$ cat src/rtl/core/luma_laplacian_3x3_filter_macros.svh
// ----------------------------------------------------------------------------
// luma_laplacian_3x3_filter_macros
// assertion macros shared by the filter rtl
// ----------------------------------------------------------------------------
`ifndef LUMA_LAPLACIAN_3X3_FILTER_MACROS_SVH
`define LUMA_LAPLACIAN_3X3_FILTER_MACROS_SVH

`ifndef ASSERT_OFF
// condition implies consequence in the same cycle
`define LLF_ASSERT_IMPLIES(label, clk, rst_n, cond, cons) \
  label: assert property (@(posedge clk) disable iff (!rst_n) (cond) |-> (cons)) \
    else $error("assertion failed");
// condition implies consequence in the next cycle
`define LLF_ASSERT_NEXT(label, clk, rst_n, cond, cons) \
  label: assert property (@(posedge clk) disable iff (!rst_n) (cond) |=> (cons)) \
    else $error("assertion failed");
`else
`define LLF_ASSERT_IMPLIES(label, clk, rst_n, cond, cons)
`define LLF_ASSERT_NEXT(label, clk, rst_n, cond, cons)
`endif

`endif

$ cat src/rtl/core/llf_pkg.sv
// ----------------------------------------------------------------------------
// llf_pkg
// types, constants and the luma function of the laplacian filter
// ----------------------------------------------------------------------------
`default_nettype none

package llf_pkg;

  // geometry
  localparam int unsigned MAX_WIDTH_DEF = 64;
  localparam int unsigned FW_W          = 7;
  localparam int unsigned FH_W          = 12;
  localparam logic [FW_W-1:0] FRAME_WIDTH_RST  = 7'd64;
  localparam logic [FH_W-1:0] FRAME_HEIGHT_RST = 12'd48;

  // configuration port
  localparam int unsigned CFG_IDX_W  = 2;
  localparam int unsigned CFG_DATA_W = 12;
  localparam logic [CFG_IDX_W-1:0] CFG_FRAME_WIDTH  = 2'd0;
  localparam logic [CFG_IDX_W-1:0] CFG_FRAME_HEIGHT = 2'd1;

  // pixel arithmetic
  localparam int unsigned PIX_W = 8;
  localparam int unsigned RGB_W = 24;
  localparam logic [7:0] LUMA_R_COEF = 8'd77;
  localparam logic [7:0] LUMA_G_COEF = 8'd150;
  localparam logic [7:0] LUMA_B_COEF = 8'd29;
  localparam logic [PIX_W-1:0] PIX_MAX = 8'd255;

  // per request control carried next to the pixel data
  typedef struct packed {
    logic has_result;
    logic border;
    logic frame_end;
  } llf_tag_t;

  // y = (77r + 150g + 29b) >> 8
  function automatic logic [PIX_W-1:0] luma_of(input logic [RGB_W-1:0] rgb);
    logic [15:0] pr;
    logic [15:0] pg;
    logic [15:0] pb;
    logic [15:0] sum;
    pr  = 16'(rgb[23:16]) * 16'(LUMA_R_COEF);
    pg  = 16'(rgb[15:8])  * 16'(LUMA_G_COEF);
    pb  = 16'(rgb[7:0])   * 16'(LUMA_B_COEF);
    sum = pr + pg + pb;
    return sum[15:8];
  endfunction

endpackage

`default_nettype wire

$ cat src/rtl/core/luma_laplacian_3x3_filter.sv
// ----------------------------------------------------------------------------
// luma_laplacian_3x3_filter
// rgb to luma conversion followed by a 3x3 laplacian edge filter
// ----------------------------------------------------------------------------
// Pixels enter in raster order on the input channel (in_valid_i, in_stall_o,
// pixel_rgb_i); filtered gray pixels leave on the output channel
// (out_valid_o, out_stall_i, out_rgb_o, frame_end_o). A request moves when
// valid is high and stall is low. frame_width and frame_height are written
// through the cfg port (index 0 and 1), which is always ready; write them
// only while the stream is idle.
// One pixel is accepted per cycle while in_stall_o is low. A pixel passes
// through the line store read stage and then lands in the output register,
// where its result can be taken. The result belongs to the position one
// line and one column behind the input: the first frame_width+1 pixels
// after reset give no result, and after that every input gives one.
// Rate is set by the single line store memory, read when a pixel enters and
// written when it leaves the read stage.
// Reset clears the positions and the window and sets the geometry to 64 by
// 48; the line store is not cleared, its old content only feeds border
// pixels, which are forced to zero.
// When the receiver stalls, the output register holds its result and the
// read stage holds one more pixel; beyond that in_stall_o is raised.
// ----------------------------------------------------------------------------
`default_nettype none

`include "luma_laplacian_3x3_filter_macros.svh"

module luma_laplacian_3x3_filter
  import llf_pkg::*;
#(
  parameter int unsigned MAX_WIDTH = MAX_WIDTH_DEF
) (
  input  logic                  clk_i,
  input  logic                  rst_ni,
  // pixel input
  input  logic                  in_valid_i,
  output logic                  in_stall_o,
  input  logic [RGB_W-1:0]      pixel_rgb_i,
  // result output
  output logic                  out_valid_o,
  input  logic                  out_stall_i,
  output logic [RGB_W-1:0]      out_rgb_o,
  output logic                  frame_end_o,
  // configuration writes
  input  logic                  cfg_valid_i,
  output logic                  cfg_ready_o,
  input  logic [CFG_IDX_W-1:0]  cfg_index_i,
  input  logic [CFG_DATA_W-1:0] cfg_data_i
);

  localparam int unsigned AW    = $clog2(MAX_WIDTH);
  localparam int unsigned CMP_W = ((AW > FW_W) ? AW : FW_W) + 1;
  localparam int unsigned RW    = FH_W + 1;

  // geometry registers
  logic [FW_W-1:0] frame_width_q;
  logic [FH_W-1:0] frame_height_q;

  // positions
  logic [AW-1:0]   in_col_q, in_col_d, out_col_q, out_col_d;
  logic [FH_W-1:0] in_row_q, in_row_d, out_row_q, out_row_d;
  logic            primed_q, primed_d;

  // read stage
  logic             s1_valid_q;
  logic [AW-1:0]    s1_col_q;
  logic [PIX_W-1:0] s1_luma_q;
  llf_tag_t         s1_tag_q;
  llf_tag_t         tag_d;
  logic             s1_move;
  logic             in_acc;
  logic [2*PIX_W-1:0] rd_data;
  logic [PIX_W-1:0] gray;

  // output register
  logic             out_valid_q;
  logic [PIX_W-1:0] out_gray_q;
  logic             frame_end_q;

  // position arithmetic
  logic [CMP_W-1:0] w_eff;
  logic [RW-1:0]    h_eff;
  logic [AW-1:0]    ic, oc;
  logic [RW-1:0]    ir, orow;
  logic [RW-1:0]    row_tmp;

  // configuration port
  assign cfg_ready_o = 1'b1;

  always_ff @(posedge clk_i or negedge rst_ni) begin
    if (!rst_ni) begin
      frame_width_q  <= FRAME_WIDTH_RST;
      frame_height_q <= FRAME_HEIGHT_RST;
    end else if (cfg_valid_i) begin
      case (cfg_index_i)
        CFG_FRAME_WIDTH:  frame_width_q  <= cfg_data_i[FW_W-1:0];
        CFG_FRAME_HEIGHT: frame_height_q <= cfg_data_i[FH_W-1:0];
        default: ;
      endcase
    end
  end

  // handshakes
  assign s1_move    = s1_valid_q && (!out_valid_q || !out_stall_i);
  assign in_stall_o = s1_valid_q && !s1_move;
  assign in_acc     = in_valid_i && !in_stall_o;

  // effective geometry, positions normalized, then advanced
  always_comb begin
    if (CMP_W'(frame_width_q) < CMP_W'(3)) begin
      w_eff = CMP_W'(3);
    end else if (CMP_W'(frame_width_q) > CMP_W'(MAX_WIDTH)) begin
      w_eff = CMP_W'(MAX_WIDTH);
    end else begin
      w_eff = CMP_W'(frame_width_q);
    end
    h_eff = (frame_height_q < FH_W'(3)) ? RW'(3) : RW'(frame_height_q);

    // input position
    if (CMP_W'(in_col_q) >= w_eff) begin
      ic      = '0;
      row_tmp = RW'(in_row_q) + RW'(1);
    end else begin
      ic      = in_col_q;
      row_tmp = RW'(in_row_q);
    end
    ir = (row_tmp >= h_eff) ? '0 : row_tmp;

    primed_d = primed_q || ((ir != '0) && (ic != '0));

    if (CMP_W'(ic) + CMP_W'(1) >= w_eff) begin
      in_col_d = '0;
      in_row_d = (ir + RW'(1) >= h_eff) ? '0 : FH_W'(ir + RW'(1));
    end else begin
      in_col_d = ic + AW'(1);
      in_row_d = FH_W'(ir);
    end

    // output position
    if (CMP_W'(out_col_q) >= w_eff) begin
      oc      = '0;
      row_tmp = RW'(out_row_q) + RW'(1);
    end else begin
      oc      = out_col_q;
      row_tmp = RW'(out_row_q);
    end
    orow = (row_tmp >= h_eff) ? '0 : row_tmp;

    tag_d.has_result = primed_d;
    tag_d.border     = (orow == '0) || (orow + RW'(1) >= h_eff) ||
                       (oc == '0) || (CMP_W'(oc) + CMP_W'(1) >= w_eff);
    tag_d.frame_end  = (orow + RW'(1) == h_eff) && (CMP_W'(oc) + CMP_W'(1) == w_eff);

    if (!primed_d) begin
      out_col_d = oc;
      out_row_d = FH_W'(orow);
    end else if (CMP_W'(oc) + CMP_W'(1) >= w_eff) begin
      out_col_d = '0;
      out_row_d = (orow + RW'(1) >= h_eff) ? '0 : FH_W'(orow + RW'(1));
    end else begin
      out_col_d = oc + AW'(1);
      out_row_d = FH_W'(orow);
    end
  end

  // position registers, updated per accepted request
  always_ff @(posedge clk_i or negedge rst_ni) begin
    if (!rst_ni) begin
      in_col_q  <= '0;
      in_row_q  <= '0;
      out_col_q <= '0;
      out_row_q <= '0;
      primed_q  <= 1'b0;
    end else if (in_acc) begin
      in_col_q  <= in_col_d;
      in_row_q  <= in_row_d;
      out_col_q <= out_col_d;
      out_row_q <= out_row_d;
      primed_q  <= primed_d;
    end
  end

  // read stage control
  always_ff @(posedge clk_i or negedge rst_ni) begin
    if (!rst_ni) begin
      s1_valid_q <= 1'b0;
    end else if (in_acc) begin
      s1_valid_q <= 1'b1;
    end else if (s1_move) begin
      s1_valid_q <= 1'b0;
    end
  end

  // read stage payload
  always_ff @(posedge clk_i) begin
    if (in_acc) begin
      s1_col_q  <= ic;
      s1_luma_q <= luma_of(pixel_rgb_i);
      s1_tag_q  <= tag_d;
    end
  end

  // line stores: read on entry, shift lines on exit
  llf_line_store #(
    .MAX_WIDTH (MAX_WIDTH),
    .AW        (AW)
  ) u_line_store (
    .clk_i     (clk_i),
    .rd_en_i   (in_acc),
    .rd_addr_i (ic),
    .rd_data_o (rd_data),
    .wr_en_i   (s1_move),
    .wr_addr_i (s1_col_q),
    .wr_data_i ({rd_data[PIX_W-1:0], s1_luma_q})
  );

  // window and laplacian
  llf_kernel u_kernel (
    .clk_i    (clk_i),
    .rst_ni   (rst_ni),
    .shift_i  (s1_move),
    .top_i    (rd_data[2*PIX_W-1:PIX_W]),
    .mid_i    (rd_data[PIX_W-1:0]),
    .luma_i   (s1_luma_q),
    .border_i (s1_tag_q.border),
    .gray_o   (gray)
  );

  // output register
  always_ff @(posedge clk_i or negedge rst_ni) begin
    if (!rst_ni) begin
      out_valid_q <= 1'b0;
    end else if (s1_move && s1_tag_q.has_result) begin
      out_valid_q <= 1'b1;
    end else if (!out_stall_i) begin
      out_valid_q <= 1'b0;
    end
  end

  always_ff @(posedge clk_i) begin
    if (s1_move && s1_tag_q.has_result) begin
      out_gray_q  <= gray;
      frame_end_q <= s1_tag_q.frame_end;
    end
  end

  assign out_valid_o = out_valid_q;
  assign out_rgb_o   = {out_gray_q, out_gray_q, out_gray_q};
  assign frame_end_o = frame_end_q;

  // checks
  `LLF_ASSERT_IMPLIES(a_result_after_primed, clk_i, rst_ni, out_valid_q, primed_q)
  `LLF_ASSERT_IMPLIES(a_frame_end_border, clk_i, rst_ni, out_valid_o && frame_end_o, out_rgb_o == '0)
  `LLF_ASSERT_NEXT(a_stall_holds_stage, clk_i, rst_ni, in_stall_o, s1_valid_q)

endmodule

`default_nettype wire

$ cat src/rtl/core/llf_line_store.sv
// ----------------------------------------------------------------------------
// llf_line_store
// two line stores of luma packed in one memory, registered read
// ----------------------------------------------------------------------------
`default_nettype none

module llf_line_store
  import llf_pkg::*;
#(
  parameter int unsigned MAX_WIDTH = MAX_WIDTH_DEF,
  parameter int unsigned AW        = $clog2(MAX_WIDTH)
) (
  input  logic                 clk_i,
  input  logic                 rd_en_i,
  input  logic [AW-1:0]        rd_addr_i,
  output logic [2*PIX_W-1:0]   rd_data_o,
  input  logic                 wr_en_i,
  input  logic [AW-1:0]        wr_addr_i,
  input  logic [2*PIX_W-1:0]   wr_data_i
);

  // entry layout: older line in the upper byte, newer line in the lower byte
  logic [2*PIX_W-1:0] mem_q [MAX_WIDTH];
  logic [2*PIX_W-1:0] rd_data_q;

  // write port
  always_ff @(posedge clk_i) begin
    if (wr_en_i) begin
      mem_q[wr_addr_i] <= wr_data_i;
    end
  end

  // read port, data held until the next read
  always_ff @(posedge clk_i) begin
    if (rd_en_i) begin
      rd_data_q <= mem_q[rd_addr_i];
    end
  end

  assign rd_data_o = rd_data_q;

endmodule

`default_nettype wire

$ cat src/rtl/core/llf_kernel.sv
// ----------------------------------------------------------------------------
// llf_kernel
// 3x3 luma window and laplacian with clamp to 0..255
// ----------------------------------------------------------------------------
`default_nettype none

module llf_kernel
  import llf_pkg::*;
(
  input  logic             clk_i,
  input  logic             rst_ni,
  input  logic             shift_i,
  input  logic [PIX_W-1:0] top_i,
  input  logic [PIX_W-1:0] mid_i,
  input  logic [PIX_W-1:0] luma_i,
  input  logic             border_i,
  output logic [PIX_W-1:0] gray_o
);

  logic [PIX_W-1:0] win_q [9];
  logic [PIX_W-1:0] win_d [9];
  logic [10:0]      nb_sum;
  logic signed [11:0] acc;
  logic [PIX_W-1:0] edge_val;

  // next window: each row moves left, new column enters on the right
  always_comb begin
    for (int k = 0; k < 3; k++) begin
      win_d[k*3]   = win_q[k*3+1];
      win_d[k*3+1] = win_q[k*3+2];
    end
    win_d[2] = top_i;
    win_d[5] = mid_i;
    win_d[8] = luma_i;
  end

  always_ff @(posedge clk_i or negedge rst_ni) begin
    if (!rst_ni) begin
      for (int i = 0; i < 9; i++) begin
        win_q[i] <= '0;
      end
    end else if (shift_i) begin
      for (int i = 0; i < 9; i++) begin
        win_q[i] <= win_d[i];
      end
    end
  end

  // 8 * centre minus the eight neighbours of the shifted window
  always_comb begin
    nb_sum = 11'(win_d[0]) + 11'(win_d[1]) + 11'(win_d[2]) + 11'(win_d[3])
           + 11'(win_d[5]) + 11'(win_d[6]) + 11'(win_d[7]) + 11'(win_d[8]);
    acc    = $signed({1'b0, win_d[4], 3'b000}) - $signed({1'b0, nb_sum});
    if (acc < 0) begin
      edge_val = '0;
    end else if (acc > $signed({4'b0000, PIX_MAX})) begin
      edge_val = PIX_MAX;
    end else begin
      edge_val = acc[PIX_W-1:0];
    end
  end

  // border positions of the output frame read as zero
  assign gray_o = border_i ? '0 : edge_val;

endmodule

`default_nettype wire
$ cat config.mk
export PLATFORM = sky130hd
export DESIGN_NAME = luma_laplacian_3x3_filter
export DESIGN_NICKNAME = d
export VERILOG_FILES = /design/src/rtl/core/llf_pkg.sv /design/src/rtl/core/luma_laplacian_3x3_filter.sv /design/src/rtl/core/llf_line_store.sv /design/src/rtl/core/llf_kernel.sv
export VERILOG_INCLUDE_DIRS = /design/src /design/src/rtl/core
export SDC_FILE = /design/constraint.sdc
export NUM_CORES = 2
export LEC_CHECK = 0
export ABC_AREA = 1
export BUFFER_PORTS_ARGS = -buffer_cell sky130_fd_sc_hd__buf_2
export CAP_MARGIN = 30
export CELL_PAD_IN_SITES_DETAIL_PLACEMENT = 1
export CELL_PAD_IN_SITES_GLOBAL_PLACEMENT = 2
export CORE_MARGIN = 2
export CORE_UTILIZATION = 30
export DETAILED_ROUTE_END_ITERATION = 7
export PLACE_DENSITY = 0.55
export SYNTH_ARGS = -nofsm -noshare
export SYNTH_HDL_FRONTEND = slang
export SYNTH_HIERARCHICAL = 1
export SYNTH_SLANG_ARGS = --single-unit
$ cat constraint.sdc
create_clock -name clk_i -period 8 [get_ports clk_i]
set_input_delay 1.6 -clock clk_i [delete_from_list [all_inputs] [get_ports clk_i]]
set_output_delay 1.6 -clock clk_i [all_outputs]
set_load 0.005 [all_outputs]
==> results.yml <==
global_routing:
  grt_pass1_vias: 41269
  grt_max_degree: 142
  overflow: 0
  grt_pass1_wl_mm: 276
  antenna_found_initial: 6
  grt.total_usage_pct: 19.2
detailed_routing:
  via_count: 39371
  detail-route-antenna-nets: 0
  routed_via_density: 4.85
  drt_iter0_drc: 2208
  routed_wl_mm: 186
  post_drt_wl_per_cell_um: 22.9
  first_pass_iters: 7
  drc: 0
clock_network:
  clk_latency_ns: 0.78
  clk_pin_slew_ns: 0.06
  cts_hold_buf: 0
  clock_sinks: 1172
  cts_tree: "yes"
  htreeDepth: 4
  numCtsBuffers: 145
  root_buffer: "clkbuf_16"
  ctsResizeCount: 0
  clock_path_buffers: 3
  cts_setup_buffers: 0
worst_setup_path:
  cp-start-kind: "flop"
  startpoint: "frame_width_q[3]"
  r2r-start: "frame_width_q[3]"
  path_max_fanout: 23
  ff2ff_setup_slack_ns: 0.88
  path_class: "reg2reg"
  cp_slowest_stage_delay_ns: 0.56
  crit_top_cell: "nand2_1"
  end_kind: "flop"
  cp.arrival_ns: 7.82
  crit_required_ns: 8.70
  critical-path-slowest-cell: "o21ai_0"
  reg2reg_depth: 39
  worstReg2RegEnd: "in_row_q[7]"
timing:
  period_share_pct: 89.0
  setup_violations: 0
  tightest_slew_ns: 0.979
  skew_ns: 0.0380
  rsz0062_at_grt: "no"
  period_needed_ns: 7.12
  max_freq_mhz: 140
  hold_violations: 0
  totalNegativeSetupSlack_ns: 0
  relSlewSlack_pct: 34.8
  slew_violations: 0
die:
  fp-row-count: 160
  die_w_um: 440
  start_util_pct: 30.1
  ios: 71
  die_h_um: 440
  coreArea_um2: 190000
  die_area_um2: 194000
min_path:
  holdCritStartpoint: "s1_tag_q[0]"
  min_delay_path_depth: 0
  worstHoldPathType: "reg2reg"
  min_to: "frame_end_o"
synth:
  seq_area_frac_synth_pct: 60.7
  synth_area_per_cell_um2: 10.5
  synth_most_common_cell: "nand2_1"
  synth_edf_count: 1066
  synth.net_count: 5751
  synth.area.top_cells: "edfxtp_1, nand2_1, nand3_1, dfrtp_1, ha_1"
  yosysTopAreaCell: "edfxtp_1"
  synthesis.area_um2: 57100
  synth-warning-count: 6
  synth-async-reset-ratio_pct: 9.04
  syn_inst: 5414
  ys_seq_elements: 1172
  ys_types: 62
  synthFlopType: "edfxtp_1"
  synth_common_cells: "nand2_1, edfxtp_1, nand3_1"
  synth_top_area_share_pct: 56.0
finish:
  fillers: 20936
  nets: 5830
  regArea_um2: 34700
  multi_input_area_um2: 19200
  area_growth_pct: 13.4
  drive_gt1_share_pct: 9.70
place:
  post-dp-hpwl_mm: 114
  gp_congestion: 0.764
  port_buffers: 69
job:
  cap_viol_max_count: 0
status:
  status: "finished, final reports clean"
[worst max-delay path, delay by kind of cell (launching register included)]
kind                       cells  cell delay [ns]
AOI/OAI and AO/OA              9             1.93
xor gates and xnor gates       1             0.14
adders and majority gates      4             1.25
buffers and inverters          5             0.57
DFF                            1             0.40
and+or+nand+nor               20             2.73
[worst max-delay path by stage]
stage / endpoint / slack, ns / cells after the start
6_report: in_row_q[7] / 0.88 / 39
5_1_grt: in_row_q[7] / 0.13 / 40
4_1_cts: in_row_q[7] / 0.76 / 41
3_5_place_dp: s1_luma_q[7] / 0.14 / 24
3_3_place_gp: s1_luma_q[7] / 0.15 / 26
2_1_floorplan: s1_luma_q[7] / 0.62 / 23
[sequential cells by signal (all words and copies together), names as in the netlist]
register / flops
s1_col_q: 6
out_gray_q: 8
s1_tag_q: 3
primed_q: 1
u_line_store/rd_data_o: 16
out_col_q: 6
in_col_q: 6
frame_height_q: 12
s1_luma_q: 8
s1_valid_q: 1
out_row_q: 12
frame_width_q: 7
out_valid_o: 1
in_row_q: 12
u_kernel/win_d: 48
u_line_store/mem_q: 1024
frame_end_o: 1
[per-stage QoR]
step                      instances  utilization (%)  hold slack, ns  instance area [µm²]  setup WS [ns]
final                          8122             34.2           0.424                64800          0.877
after global routing           8117             34.1           0.437                64700          0.130
after CTS                      8117             34.1           0.430                64700          0.761
after detailed placement       7857             31.8           0.416                60300          0.141
after global placement         7852             31.7           0.412                60200          0.152
after floorplan                5414                -           0.400                57100          0.624
[cells by family after synthesis]
family | count (synthesis) | share of synthesized area, %
simple gates | 2947 | 22.3
flops | 1172 | 60.7
xor+xnor | 68 | 1.06
buf+inv | 707 | 5.94
mux | 1 | 0.0197
compound gates | 224 | 2.28
other cells | 1 | 0.00657
fa+ha+maj | 294 | 7.68
[final cells by class]
cell class / count / area share, %
Antenna cell: 5 / 0.0193
Clock buffer: 189 / 6.02
Clock inverter: 71 / 0.902
Inverter: 430 / 2.56
Multi-Input combinational cell: 3535 / 29.7
Sequential cell: 1172 / 53.5
Tap cell: 2511 / 4.85
Timing Repair Buffer: 209 / 2.40
[cells in the final DEF, fill, tap and decap left out, types with 43 or more instances in the layout]
cell type / netlist / routed
clkbuf_16: 0 / 148
nand4_1: 55 / 55
nand2_1: 1658 / 1658
fa_1: 94 / 94
buf_4: 39 / 127
ha_1: 200 / 200
nor2_2: 11 / 43
xor2_1: 48 / 48
dfrtp_1: 103 / 103
nand3_1: 961 / 961
nor2_1: 192 / 153
o21ai_0: 76 / 76
a21oi_1: 89 / 89
inv_1: 407 / 405
buf_2: 119 / 68
edfxtp_1: 1066 / 1066
[routing by layer]
layer	track usage (%)	wire length (µm)
met1	26.5	87700
met2	31.7	87700
met3	2.59	6160
met4	5.19	4490
met5	0	0
Power is left out: the tool's default activity adds up to more than one toggle a clock period on the data nets, which glitch-free logic cannot reach.
